==> config.mk <==
export PLATFORM = sky130hd
export DESIGN_NAME = positional_insert_delete_array
export DESIGN_NICKNAME = d
export VERILOG_FILES = /design/src/hw/rtl/pida_pkg.sv /design/src/hw/rtl/positional_insert_delete_array.sv /design/src/hw/rtl/pida_ram.sv /design/src/hw/rtl/pida_front.sv /design/src/hw/rtl/pida_cmdq.sv /design/src/hw/rtl/pida_back.sv
export VERILOG_INCLUDE_DIRS = /design/src /design/src/hw/rtl
export SDC_FILE = /design/constraint.sdc
export NUM_CORES = 2
export LEC_CHECK = 0
export BUFFER_PORTS_ARGS = -buffer_cell sky130_fd_sc_hd__buf_2
export CORE_MARGIN = 8
export CORE_UTILIZATION = 35
export CTS_BUF_LIST = sky130_fd_sc_hd__clkbuf_2
export CTS_CLUSTER_SIZE = 28
export DETAILED_ROUTE_END_ITERATION = 12
export SLEW_MARGIN = 20
export SYNTH_ARGS = -nofsm -noshare
export SYNTH_HDL_FRONTEND = slang
export SYNTH_SLANG_ARGS = --single-unit
==> constraint.sdc <==
create_clock -name clk -period 8.6 [get_ports clk]
set_clock_uncertainty 0.05 [all_clocks]
set_input_delay 0.86 -clock clk [delete_from_list [all_inputs] [get_ports clk]]
set_output_delay 0.86 -clock clk [all_outputs]
set_load 0.02 [all_outputs]
==> src/hw/rtl/positional_insert_delete_array_macros.svh <==
// ----------------------------------------------------------------------------
// Positional insert/delete array: assertion macros
// Clocked on clk, disabled while arst_n is low.
// ----------------------------------------------------------------------------
`ifndef POSITIONAL_INSERT_DELETE_ARRAY_MACROS_SVH
`define POSITIONAL_INSERT_DELETE_ARRAY_MACROS_SVH

// same-cycle implication
`define PIDA_ASSERT_NOW(label, ante, cons, msg) \
	label: assert property (@(posedge clk) disable iff (!arst_n) (ante) |-> (cons)) \
		else $error(msg);

// next-cycle implication
`define PIDA_ASSERT_NEXT(label, ante, cons, msg) \
	label: assert property (@(posedge clk) disable iff (!arst_n) (ante) |=> (cons)) \
		else $error(msg);

`endif

==> src/hw/rtl/pida_pkg.sv <==
// ----------------------------------------------------------------------------
// pida_pkg
// Types and constants shared by the positional insert/delete array.
// ----------------------------------------------------------------------------
`default_nettype none

package pida_pkg;

	localparam int CAPACITY = 64;
	localparam int ADDR_W   = $clog2(CAPACITY);
	localparam int CNT_W    = 7;
	localparam int DATA_W   = 32;

	typedef enum logic [1:0] {
		OP_READ,
		OP_INSERT,
		OP_DELETE,
		OP_IDLE
	} op_e;

	typedef enum logic [1:0] {
		ST_OK,
		ST_FULL,
		ST_EMPTY,
		ST_BADPOS
	} status_e;

	typedef enum logic [1:0] {
		CMD_NONE,
		CMD_READ,
		CMD_INSERT,
		CMD_DELETE
	} cmd_kind_e;

	typedef enum logic [2:0] {
		BK_IDLE,
		BK_SHIFT,
		BK_DRAIN,
		BK_PLACE,
		BK_DONE
	} bk_state_e;

	typedef struct packed {
		logic [1:0]               operation;
		logic [CNT_W-1:0]         position;
		logic signed [DATA_W-1:0] value_in;
	} req_t;

	typedef struct packed {
		status_e                  status;
		logic signed [DATA_W-1:0] value_out;
		logic [CNT_W-1:0]         fill_count;
	} rsp_t;

	typedef struct packed {
		cmd_kind_e                kind;
		status_e                  status;
		logic [CNT_W-1:0]         position;
		logic signed [DATA_W-1:0] value;
		logic [CNT_W-1:0]         count_before;
		logic [CNT_W-1:0]         count_after;
	} cmd_t;

endpackage

`default_nettype wire

==> src/hw/rtl/positional_insert_delete_array.sv <==
// An error request goes straight to the result; a read or delete passes through the shift and
//   drain states; an insert adds a placement write, and an append goes straight to that write.
// The back end holds one request at a time; the single RAM write port shifts one entry per
//   cycle while the back end is in its shift state.
// Reset: fill count cleared, queues empty; entry storage is not cleared.
// ----------------------------------------------------------------------------
// positional_insert_delete_array
// Ordered array with insert, delete and read by position.
// ----------------------------------------------------------------------------
`default_nettype none

module positional_insert_delete_array #(
	parameter int QUEUE_DEPTH = 2
) (
	input  wire logic           clk,
	input  wire logic           arst_n,
	input  wire logic           push,
	output logic                full,
	input  wire pida_pkg::req_t req,
	output logic                empty,
	input  wire logic           pop,
	output pida_pkg::rsp_t      rsp
);

	logic           q_push;
	logic           q_full;
	pida_pkg::cmd_t q_cmd;
	logic           q_valid;
	logic           q_pop;
	pida_pkg::cmd_t q_head;

	pida_front u_front (
		.clk    (clk),
		.arst_n (arst_n),
		.push   (push),
		.full   (full),
		.req    (req),
		.q_push (q_push),
		.q_full (q_full),
		.q_cmd  (q_cmd)
	);

	pida_cmdq #(
		.DEPTH (QUEUE_DEPTH)
	) u_cmdq (
		.clk      (clk),
		.arst_n   (arst_n),
		.push     (q_push),
		.push_cmd (q_cmd),
		.full     (q_full),
		.pop      (q_pop),
		.valid    (q_valid),
		.head     (q_head)
	);

	pida_back u_back (
		.clk       (clk),
		.arst_n    (arst_n),
		.cmd_valid (q_valid),
		.cmd       (q_head),
		.cmd_pop   (q_pop),
		.empty     (empty),
		.pop       (pop),
		.rsp       (rsp)
	);

endmodule

`default_nettype wire

==> src/hw/rtl/pida_ram.sv <==
// ----------------------------------------------------------------------------
// pida_ram
// Generic single-write, single-read RAM with registered read data.
// ----------------------------------------------------------------------------
`default_nettype none

module pida_ram #(
	parameter int WIDTH = 32,
	parameter int DEPTH = 64
) (
	input  wire logic                     clk,
	input  wire logic                     we,
	input  wire logic [$clog2(DEPTH)-1:0] waddr,
	input  wire logic [WIDTH-1:0]         wdata,
	input  wire logic                     re,
	input  wire logic [$clog2(DEPTH)-1:0] raddr,
	output logic      [WIDTH-1:0]         rdata
);

	logic [WIDTH-1:0] mem_q [DEPTH];

	always_ff @(posedge clk) begin
		if (we) begin
			mem_q[waddr] <= wdata;
		end
		if (re) begin
			rdata <= mem_q[raddr];
		end
	end

endmodule

`default_nettype wire

==> src/hw/rtl/pida_front.sv <==
// ----------------------------------------------------------------------------
// pida_front
// Accept request beats, track the fill count and classify each request.
// ----------------------------------------------------------------------------
`default_nettype none

`include "positional_insert_delete_array_macros.svh"

module pida_front (
	input  wire logic           clk,
	input  wire logic           arst_n,
	input  wire logic           push,
	output logic                full,
	input  wire pida_pkg::req_t req,
	output logic                q_push,
	input  wire logic           q_full,
	output pida_pkg::cmd_t      q_cmd
);

	localparam int CW = pida_pkg::CNT_W;

	logic [CW-1:0] count_q;

	assign full   = q_full;
	assign q_push = push && !q_full;

	always_comb begin
		q_cmd              = '0;
		q_cmd.kind         = pida_pkg::CMD_NONE;
		q_cmd.status       = pida_pkg::ST_OK;
		q_cmd.position     = req.position;
		q_cmd.value        = req.value_in;
		q_cmd.count_before = count_q;
		q_cmd.count_after  = count_q;
		unique case (pida_pkg::op_e'(req.operation))
			pida_pkg::OP_READ: begin
				if (count_q == '0) begin
					q_cmd.status = pida_pkg::ST_EMPTY;
				end else if (req.position >= count_q) begin
					q_cmd.status = pida_pkg::ST_BADPOS;
				end else begin
					q_cmd.kind = pida_pkg::CMD_READ;
				end
			end
			pida_pkg::OP_INSERT: begin
				if (count_q == CW'(pida_pkg::CAPACITY)) begin
					q_cmd.status = pida_pkg::ST_FULL;
				end else if (req.position > count_q) begin
					q_cmd.status = pida_pkg::ST_BADPOS;
				end else begin
					q_cmd.kind        = pida_pkg::CMD_INSERT;
					q_cmd.count_after = count_q + CW'(1);
				end
			end
			pida_pkg::OP_DELETE: begin
				if (count_q == '0) begin
					q_cmd.status = pida_pkg::ST_EMPTY;
				end else if (req.position >= count_q) begin
					q_cmd.status = pida_pkg::ST_BADPOS;
				end else begin
					q_cmd.kind        = pida_pkg::CMD_DELETE;
					q_cmd.count_after = count_q - CW'(1);
				end
			end
			pida_pkg::OP_IDLE: begin
				q_cmd.kind = pida_pkg::CMD_NONE;
			end
			default: begin
				q_cmd.kind = pida_pkg::CMD_NONE;
			end
		endcase
	end

	always_ff @(posedge clk or negedge arst_n) begin
		if (!arst_n) begin
			count_q <= '0;
		end else if (q_push) begin
			count_q <= q_cmd.count_after;
		end
	end

	`PIDA_ASSERT_NEXT(a_insert_count, q_push && q_cmd.kind == pida_pkg::CMD_INSERT, count_q == $past(count_q) + CW'(1), "insert beat did not raise the fill count")

endmodule

`default_nettype wire

==> src/hw/rtl/pida_cmdq.sv <==
// ----------------------------------------------------------------------------
// pida_cmdq
// Small command queue between the front and back ends.
// ----------------------------------------------------------------------------
`default_nettype none

`include "positional_insert_delete_array_macros.svh"

module pida_cmdq #(
	parameter int DEPTH = 2
) (
	input  wire logic           clk,
	input  wire logic           arst_n,
	input  wire logic           push,
	input  wire pida_pkg::cmd_t push_cmd,
	output logic                full,
	input  wire logic           pop,
	output logic                valid,
	output pida_pkg::cmd_t      head
);

	localparam int PW = (DEPTH > 1) ? $clog2(DEPTH) : 1;
	localparam int NW = $clog2(DEPTH + 1);

	pida_pkg::cmd_t slot_q [DEPTH];
	logic [PW-1:0]  wr_ptr_q;
	logic [PW-1:0]  rd_ptr_q;
	logic [NW-1:0]  cnt_q;
	logic           do_push;
	logic           do_pop;

	assign full    = (cnt_q == NW'(DEPTH));
	assign valid   = (cnt_q != '0);
	assign head    = slot_q[rd_ptr_q];
	assign do_push = push && !full;
	assign do_pop  = pop && valid;

	always_ff @(posedge clk) begin
		if (do_push) begin
			slot_q[wr_ptr_q] <= push_cmd;
		end
	end

	always_ff @(posedge clk or negedge arst_n) begin
		if (!arst_n) begin
			wr_ptr_q <= '0;
			rd_ptr_q <= '0;
			cnt_q    <= '0;
		end else begin
			if (do_push) begin
				wr_ptr_q <= (wr_ptr_q == PW'(DEPTH - 1)) ? '0 : wr_ptr_q + PW'(1);
			end
			if (do_pop) begin
				rd_ptr_q <= (rd_ptr_q == PW'(DEPTH - 1)) ? '0 : rd_ptr_q + PW'(1);
			end
			if (do_push && !do_pop) begin
				cnt_q <= cnt_q + NW'(1);
			end else if (do_pop && !do_push) begin
				cnt_q <= cnt_q - NW'(1);
			end
		end
	end

	`PIDA_ASSERT_NOW(a_no_overflow, push, !full, "command pushed into a full queue")
	`PIDA_ASSERT_NOW(a_no_underflow, pop, valid, "command popped from an empty queue")

endmodule

`default_nettype wire

==> src/hw/rtl/pida_back.sv <==
// ----------------------------------------------------------------------------
// pida_back
// Carry out queued commands on the entry RAM, one command at a time.
// ----------------------------------------------------------------------------
`default_nettype none

`include "positional_insert_delete_array_macros.svh"

module pida_back (
	input  wire logic           clk,
	input  wire logic           arst_n,
	input  wire logic           cmd_valid,
	input  wire pida_pkg::cmd_t cmd,
	output logic                cmd_pop,
	output logic                empty,
	input  wire logic           pop,
	output pida_pkg::rsp_t      rsp
);

	localparam int AW = pida_pkg::ADDR_W;
	localparam int CW = pida_pkg::CNT_W;
	localparam int DW = pida_pkg::DATA_W;

	pida_pkg::bk_state_e state_q, state_d;
	pida_pkg::cmd_t      cur_q;
	logic [AW-1:0]       idx_q;
	logic [CW-1:0]       left_q;
	logic                first_q;
	logic [DW-1:0]       val_q;
	logic                res_valid_q;
	pida_pkg::rsp_t      res_q;

	logic                rd_v_s1;
	logic [AW-1:0]       rd_addr_s1;
	logic                rd_first_s1;

	logic                rd_en;
	logic                wr_en;
	logic [AW-1:0]       wr_addr;
	logic [DW-1:0]       wr_data;
	logic [DW-1:0]       rd_data;
	logic                capture;
	logic                res_load;
	logic                res_free;

	pida_ram #(
		.WIDTH (DW),
		.DEPTH (pida_pkg::CAPACITY)
	) u_ram (
		.clk   (clk),
		.we    (wr_en),
		.waddr (wr_addr),
		.wdata (wr_data),
		.re    (rd_en),
		.raddr (idx_q),
		.rdata (rd_data)
	);

	assign res_free = !res_valid_q || pop;
	assign empty    = !res_valid_q;
	assign rsp      = res_q;

	always_comb begin
		state_d = state_q;
		unique case (state_q)
			pida_pkg::BK_IDLE: begin
				if (cmd_valid) begin
					if (cmd.kind == pida_pkg::CMD_NONE) begin
						state_d = pida_pkg::BK_DONE;
					end else if (cmd.kind == pida_pkg::CMD_INSERT &&
						cmd.position == cmd.count_before) begin
						state_d = pida_pkg::BK_PLACE;
					end else begin
						state_d = pida_pkg::BK_SHIFT;
					end
				end
			end
			pida_pkg::BK_SHIFT: begin
				if (left_q == CW'(1)) begin
					state_d = pida_pkg::BK_DRAIN;
				end
			end
			pida_pkg::BK_DRAIN: begin
				state_d = (cur_q.kind == pida_pkg::CMD_INSERT) ?
					pida_pkg::BK_PLACE : pida_pkg::BK_DONE;
			end
			pida_pkg::BK_PLACE: begin
				state_d = pida_pkg::BK_DONE;
			end
			pida_pkg::BK_DONE: begin
				if (res_free) begin
					state_d = pida_pkg::BK_IDLE;
				end
			end
			default: begin
				state_d = pida_pkg::BK_IDLE;
			end
		endcase
	end

	always_comb begin
		cmd_pop  = 1'b0;
		rd_en    = 1'b0;
		res_load = 1'b0;
		unique case (state_q)
			pida_pkg::BK_IDLE:  cmd_pop  = cmd_valid;
			pida_pkg::BK_SHIFT: rd_en    = 1'b1;
			pida_pkg::BK_DRAIN: ;
			pida_pkg::BK_PLACE: ;
			pida_pkg::BK_DONE:  res_load = res_free;
			default: ;
		endcase

		capture = rd_v_s1 && (cur_q.kind == pida_pkg::CMD_READ ||
			(cur_q.kind == pida_pkg::CMD_DELETE && rd_first_s1));

		if (state_q == pida_pkg::BK_PLACE) begin
			wr_en   = 1'b1;
			wr_addr = cur_q.position[AW-1:0];
			wr_data = cur_q.value;
		end else begin
			wr_en   = rd_v_s1 && !capture;
			wr_addr = (cur_q.kind == pida_pkg::CMD_INSERT) ?
				rd_addr_s1 + AW'(1) : rd_addr_s1 - AW'(1);
			wr_data = rd_data;
		end
	end

	always_ff @(posedge clk) begin
		if (cmd_pop) begin
			cur_q   <= cmd;
			first_q <= 1'b1;
			if (cmd.kind == pida_pkg::CMD_INSERT) begin
				idx_q <= AW'(cmd.count_before - CW'(1));
			end else begin
				idx_q <= cmd.position[AW-1:0];
			end
			if (cmd.kind == pida_pkg::CMD_READ) begin
				left_q <= CW'(1);
			end else begin
				left_q <= cmd.count_before - cmd.position;
			end
		end else if (rd_en) begin
			first_q <= 1'b0;
			left_q  <= left_q - CW'(1);
			idx_q   <= (cur_q.kind == pida_pkg::CMD_INSERT) ?
				idx_q - AW'(1) : idx_q + AW'(1);
		end
		if (cmd_pop) begin
			val_q <= '0;
		end else if (capture) begin
			val_q <= rd_data;
		end
		rd_addr_s1  <= idx_q;
		rd_first_s1 <= first_q;
		if (res_load) begin
			res_q.status     <= cur_q.status;
			res_q.value_out  <= val_q;
			res_q.fill_count <= cur_q.count_after;
		end
	end

	always_ff @(posedge clk or negedge arst_n) begin
		if (!arst_n) begin
			state_q     <= pida_pkg::BK_IDLE;
			rd_v_s1     <= 1'b0;
			res_valid_q <= 1'b0;
		end else begin
			state_q <= state_d;
			rd_v_s1 <= rd_en;
			if (res_load) begin
				res_valid_q <= 1'b1;
			end else if (pop) begin
				res_valid_q <= 1'b0;
			end
		end
	end

	`PIDA_ASSERT_NOW(a_place_port_free, state_q == pida_pkg::BK_PLACE, !rd_v_s1, "placement write collides with a shift write")
	`PIDA_ASSERT_NOW(a_drain_has_data, state_q == pida_pkg::BK_DRAIN, rd_v_s1, "drain cycle without read data")
	`PIDA_ASSERT_NOW(a_load_slot_free, res_load, !res_valid_q || pop, "result loaded over a waiting beat")

endmodule

`default_nettype wire

Yosys cells after proc, flatten, opt, wreduce, memory -nomap -nowiden
Memories as Yosys holds them, arrays and structs flattened. A register that Yosys moved wholly into a read port is not among the register bits. Index checks and enable logic that the tools add are counted.

Add/subtract/negate cells: 13. $lt $le $gt $ge: 2. Equality and inequality tests: 19. Multiplexer cells: 48. Reductions and logical operators: 26.

Operators with widths (number): 7-bit two-way mux (7); 6-bit two-way mux (6); 32-bit two-way mux (1); 2-bit two-way mux (12); 6-bit by 1-bit subtractor with 6-bit output, second input constant (3); 3-bit two-way mux (5); 3-bit case mux with 5 select lines (1); 7-bit case mux with 2 select lines (1); 7-bit by 1-bit subtractor with 7-bit output, second input constant (2); 1-bit two-way mux (13); 6-bit by 1-bit adder with 6-bit output, second input constant (2); 2-bit == test, second input constant (6); 1-bit logical AND (9); 2-bit case mux with 4 select lines (1); 2-bit nonzero test (4); 7-bit by 1-bit adder with 7-bit output, second input constant (1); 7-bit by 1-bit == test with 1-bit output, second input constant (1); 7-bit == test (1); 7-bit == test, second input constant (1); 7-bit >= comparator (1); 7-bit greater-than comparator (1); 7-bit logical NOT (1); 7-bit subtractor (1); 2-bit by 1-bit == test with 1-bit output, second input constant (3); 14 further kinds (24).

Register bits: 159. Bits in writable memories: 2162. Output and inout bits: 43. Word-level logic and storage cells: 131. Memories: 2.

Memories: u_back.u_ram.mem_q (words 64, bits a word 32, read ports 1, clocked after memory_dff 1, wr ports 1, line pida_ram.sv:20) `logic [WIDTH-1:0] mem_q [DEPTH];`; u_cmdq.slot_q (words 2, bits a word 57, read ports 1, clocked after memory_dff 0, wr ports 1, line pida_cmdq.sv:25) `pida_pkg::cmd_t slot_q [DEPTH];`.

Longest topological paths before layout
Word-level depth: 9. Gate-level depth with buffers: 11. Gate-level depth less buffers: 9.

Modules after synthesis
Synthesis repeated with hierarchy kept, for this count alone.

Cell total of the unflattened synthesis: 4180. Area, all modules: 90698.2 um2.

Modules (own cells, without submodules): pida_ram (instances 1, cells each 3324, area an instance 78835.6 um2, sequential area each 62459.9 um2); pida_back (instances 1, cells each 485, area an instance 6084.6 um2, sequential area each 4018.9 um2); pida_cmdq (instances 1, cells each 196, area an instance 4386.7 um2, sequential area each 3523.4 um2); pida_front (instances 1, cells each 175, area an instance 1391.3 um2, sequential area each 175.2 um2).

Worst setup path before layout
No wires, ideal clock.

Path type: reg2reg. Start point: reg u_back.cur_q[55] in the netlist's numbering. End point: mem u_back.u_ram.mem_q[48][0], enable pin. Library setup time: 0.503 ns. Arrival: 5.773 ns. Setup slack: 2.275 ns. Cell stages (with the launch flop): 12. Period minus slack after synthesis: 6.325 ns. Path through: edfxtp_1 -> nand2b_4 -> buf_6 -> clkbuf_1 -> ha_1 -> and3_1 -> a311o_1 -> and4_1 -> or3_1 -> clkbuf_1 -> buf_2 -> nor4_1.

Longest elaborated chain between the ends: 9. Elaborated cells between the ends (all ways): 13. Those cells by class: eq/ne (3); mux (5); reduce/logical (5).

RTL lines: start, declared (line pida_back.sv:25) `pida_pkg::cmd_t cur_q;`; start signal, assigned (line pida_back.sv:131) `cur_q <= cmd;`; 2-bit == test (line pida_back.sv:115) `(cur_q.kind == pida_pkg::CMD_DELETE && rd_first_s1));`; 1-bit logical AND (line pida_back.sv:115); 1-bit logical OR (line pida_back.sv:114) `capture = rd_v_s1 && (cur_q.kind == pida_pkg::CMD_READ ||`; 1-bit logical AND (line pida_back.sv:114); 1-bit logical NOT (line pida_back.sv:122) `wr_en = rd_v_s1 && !capture;`; 1-bit logical AND (line pida_back.sv:122); 1-bit two-way mux (line pida_back.sv:117) `if (state_q == pida_pkg::BK_PLACE) begin`; 1-bit two-way mux (line pida_ram.sv:23) `if (we) begin`; 1-bit two-way mux (implied by the code) (line pida_ram.sv:24) `mem_q[waddr] <= wdata;`; end, declared (line pida_ram.sv:20).

Several ways; a longest one is shown, not always the timed one.

Final worst setup path
Start point: reg u_back.cur_q[55] in the netlist's numbering. End point: mem u_back.u_ram.mem_q[57][2], enable pin.

Same word-level chain as after synthesis.

==> impl.org <==
** Synth
- For this run, asynchronously set or reset flops after synthesis account for less than 1%.
- Syn_area_per_cell :: roughly 21 um2
- Net count of the mapped netlist :: between 4000 and 5000
- Main combinational cell family by area after synthesis :: multiplexers
- Summing the sequential cell areas from Yosys gives slightly below 80% of the chip area.
- Summing every instance area after synthesis gives ~0.09 mm2.
- For this run, the number of Yosys warnings is 0.
- Share of the synthesized area in the top cell type :: roughly three quarters
- Dominant register cell in the synthesized netlist :: sky130_fd_sc_hd__edfxtp_1
- Count leader, synth :: sky130_fd_sc_hd__edfxtp_1
- The synthesized netlist devotes between 3 and 4% of its cell area to compound gates.
- By area the synthesized netlist is led by sky130_fd_sc_hd__edfxtp_1, sky130_fd_sc_hd__mux4_2, sky130_fd_sc_hd__a22oi_1, sky130_fd_sc_hd__nand2_1, sky130_fd_sc_hd__dfxtp_1.
- Flop and latch count out of synthesis :: around 2400
- The synthesized netlist devotes 0.3024% of its cell area to XOR and XNOR gates.
- The synthesized netlist devotes under 10% of its cell area to simple gates.
- The biggest area contributor in the post-synthesis netlist is sky130_fd_sc_hd__edfxtp_1.
- Mux cell area share after synthesis :: between 10 and 15%
- Share of synthesized cell area in full adder, half adder and majority cells :: less than 1%
- Instance count of the mapped netlist :: roughly 4200
- After synthesis, the netlist uses just under 70 different library cells.
- Most common library cells after synthesis :: sky130_fd_sc_hd__edfxtp_1, sky130_fd_sc_hd__mux4_2, sky130_fd_sc_hd__nand2_1
- Post-synth EDFFs :: 2297

** Place
- Placed Instance Area :: ~0.095 mm2
- HPWL after detailed placement :: 127800 um
- Placed cells :: around 7600
- In this run the tool buffered the top-level ports with 87 buffer cells.
- Routability-driven placement finished with a final weighted congestion of about 0.81.

** Timing
- Hold is met by roughly 0.16 ns.
- Tightest slew margin relative to the limit :: around a fifth
- Dividing the final minimum period by the clock period gives 50.92%.
- Number of max-slew violations in the final report :: 0
- Timing would allow up to roughly 230 MHz.
- Adding up every negative setup slack in the final design gives 0 ns.
- At the pin with the least slew margin, the transition time is 1.207 ns.
- The routed design could run at a clock period as short as roughly 4.4 ns.
- Setup repair after global routing missed its margin :: no
- Final Setup Violations :: 0
- Final hold violations :: 0

** Clock tree
- Buffers inserted by post-CTS timing repair :: 0
- TritonCTS built the clock tree.
- Clock root buffer :: sky130_fd_sc_hd__clkbuf_2
- Clock transition at the register clock pins on the worst setup and hold paths after CTS :: 0.11 ns
- H-tree levels :: 6
- Deepest clock path buffer count :: 4
- Clock tree synthesis inserted a total of about 590 buffers.
- Skew-Pair Late Insertion Delay :: approximately 1.9 ns
- Clk sink count :: 2353

** Route
- Using the TritonRoute via totals, the vias-per-cell ratio works out to roughly 5.4.
- Initial detailed-routing violation count :: between 5000 and 6000
- The first detailed-routing pass ran for 8 iterations.
- After detailed routing, the number of remaining DRC violations is 0.
- Average wire length per cell after detail routing :: about 27 um
- Routed WL :: 236500 um
- Final ANT Viol Nets :: 0
- Vias after detailed routing :: between 40000 and 50000

** Finish
- Proportion of layout cells with a drive suffix above 1 :: roughly a third
- Synthesis-to-layout area growth :: 12.66%
- Cell area after layout :: about 0.10 mm2
- Net count reported at finish :: ~5000
- Non-filler instance count after layout :: about 8700

** Setup path
- Measured in cells, the most critical reg-to-reg path has a length of 8.
- Launching element type of the critical path :: flop
- Data on the critical path arrives at its endpoint at 5.63 ns.
- The worst setup path is of the flop to flop kind.
- Sort of element at the end of the critical path :: flop
- Highest net fanout along the worst path :: 32
- For the worst setup path, the data required time is 9.85 ns.

** Global route
- The first global-routing pass estimated around 340000 um of wire.
- Final global-route overflow total :: 0
- The number of antenna violations at the first check in global routing was 17.
- Global routing consumed, over all layers together, between 15 and 20% of the routing resources.
- The number of global-route vias before repair came to about 48000.
- Entering global routing, the biggest net connects roughly 120 pins.

** Pwr
- Leak pwr :: 32.83 nW
- Power spread over the standard cell area amounts to about 200 mW/mm2.
- The worst-case IR drop observed on VDD is 104.5 uV.
- Total power for the finished layout comes to just over 20 mW.

** Floorplanning
- Initial core utilization :: 35.07%
- Core Region :: about 0.26 mm2
- Number of primary I/O pins :: between 80 and 90
- # rows :: roughly 190
- Chip width :: 522.4 um
- The floorplan step set the die height to ~520 um.
- Die area :: around 0.27 mm2

** Worst hold path
- Worst min-delay path class :: primary input to async pin

** Status
- The flow ran to the end, and the final reports show no timing, DRC or antenna violations.

** Flow run
- Max-cap violations in this run came to 0.
==> stage by stage <==
stage | util, % | setup slack, ns
after floorplan | - | 2.275
after global placement | 37.22 | 3.887
after detailed placement | 37.23 | 4.374
after CTS | 39.49 | 4.264
after global routing | 39.50 | 4.039
final | 39.51 | 4.221
==> where the power goes <==
group | switching (mW) | internal (mW) | total [mW]
logic | 0.358 | 0.210 | 0.567
registers | 0.0656 | 12.6 | 12.6
clock network | 4.33 | 2.73 | 7.06
total | 4.75 | 15.5 | 20.3
==> placed cells by master, fill, tap and decap left out, types with 31 or more instances in the layout <==
cell type / n
sky130_fd_sc_hd__edfxtp_1: 2297
sky130_fd_sc_hd__clkbuf_2: 818
sky130_fd_sc_hd__mux4_2: 512
sky130_fd_sc_hd__nand2_1: 227
sky130_fd_sc_hd__buf_4: 146
sky130_fd_sc_hd__a22oi_1: 137
sky130_fd_sc_hd__dlygate4sd3_1: 100
sky130_fd_sc_hd__clkinv_1: 89
sky130_fd_sc_hd__buf_2: 89
sky130_fd_sc_hd__a21oi_1: 77
sky130_fd_sc_hd__a22o_1: 66
sky130_fd_sc_hd__o21ai_0: 63
sky130_fd_sc_hd__nand3_1: 63
sky130_fd_sc_hd__mux2_2: 51
sky130_fd_sc_hd__dfxtp_1: 40
sky130_fd_sc_hd__a221oi_1: 39
sky130_fd_sc_hd__nor3_2: 33
sky130_fd_sc_hd__inv_1: 32
sky130_fd_sc_hd__nor4_2: 31
==> final timing paths <==
| kind | end | startpoint | slack, ns |
|---|---|---|---|
| worst max register to register | u_back.u_ram.mem_q[57][2] | u_back.cur_q[55] | 4.22 |
| min in group clk | u_cmdq.slot_q[0][40] | req[26] | 0.27 |
| worst max-delay path | u_back.u_ram.mem_q[57][2] | u_back.cur_q[55] | 4.22 |
| max in group asynchronous | u_cmdq.rd_ptr_q | arst_n | 7.83 |
| worst min register to register | u_back.rsp[4] | u_back.cur_q[4] | 0.30 |
| worst min-delay path | u_back.state_q[0] | arst_n | 0.16 |
==> per-layer routing <==
| metal | track usage (%) | wire length [um] |
|---|---|---|
| met2 | 26.66 | 111100 |
| met3 | 4.682 | 22520 |
| met4 | 5.756 | 6513 |
| met5 | 0 | 43 |
| met1 | 22.70 | 96270 |
==> worst max-delay path, stage by stage, from the launching register on <==
cell and delay (ns):
sky130_fd_sc_hd__edfxtp_1 0.48, sky130_fd_sc_hd__nand2b_4 0.32, sky130_fd_sc_hd__ha_1 0.36, sky130_fd_sc_hd__and3_1 0.18
sky130_fd_sc_hd__a311o_1 0.35, sky130_fd_sc_hd__and4_1 0.21, sky130_fd_sc_hd__or3_2 0.90, sky130_fd_sc_hd__nor4_2 0.38
sky130_fd_sc_hd__buf_4 0.56
==> area by class of cell <==
class | instances | area, um2
clock inverter | 124 | 685.7
antenna | 13 | 32.53
clock buffer | 818 | 4094
fill | 23140 | 154900
timing repair buffer | 342 | 2683
sequential | 2353 | 70180
inverter | 33 | 125.1
multi-input combinational | 1610 | 19100
tap | 3384 | 4234
==> what timing repair did <==
action	4_1_cts	5_1_grt
gates resized for setup	0	0
hold buffers	100	1
hold endpoints to repair	268	16
==> sequential cells by signal, summed over array words and instances, names as in the netlist <==
signal,flops
u_back.left_q,7
u_front.count_q,7
u_cmdq.slot_q,114
u_back.rd_addr_s1,6
u_back.res_valid_q,1
u_back.cur_q,49
u_back.rsp,41
u_back.u_ram.rdata,32
u_cmdq.rd_ptr_q,1
u_back.rd_v_s1,1
u_back.val_q,32
u_back.idx_q,6
u_cmdq.cnt_q,2
u_back.first_q,1
u_back.state_q,3
u_back.rd_first_s1,1
u_back.u_ram.mem_q,2048
u_cmdq.wr_ptr_q,1
==> kinds of logic (layout without fill, tap and decap cells) <==
| logic type | count (synthesis) | count (layout) |
|---|---|---|
| compound gates | 470 | 470 |
| xor+xnor | 31 | 31 |
| fa+ha+maj | 30 | 30 |
| buf+inv | 272 | 1317 |
| flops | 2353 | 2353 |
| mux | 575 | 575 |
| other cells | 0 | 13 |
| simple gates | 504 | 504 |
No activity file was read; power rests on OpenSTA's default activity.
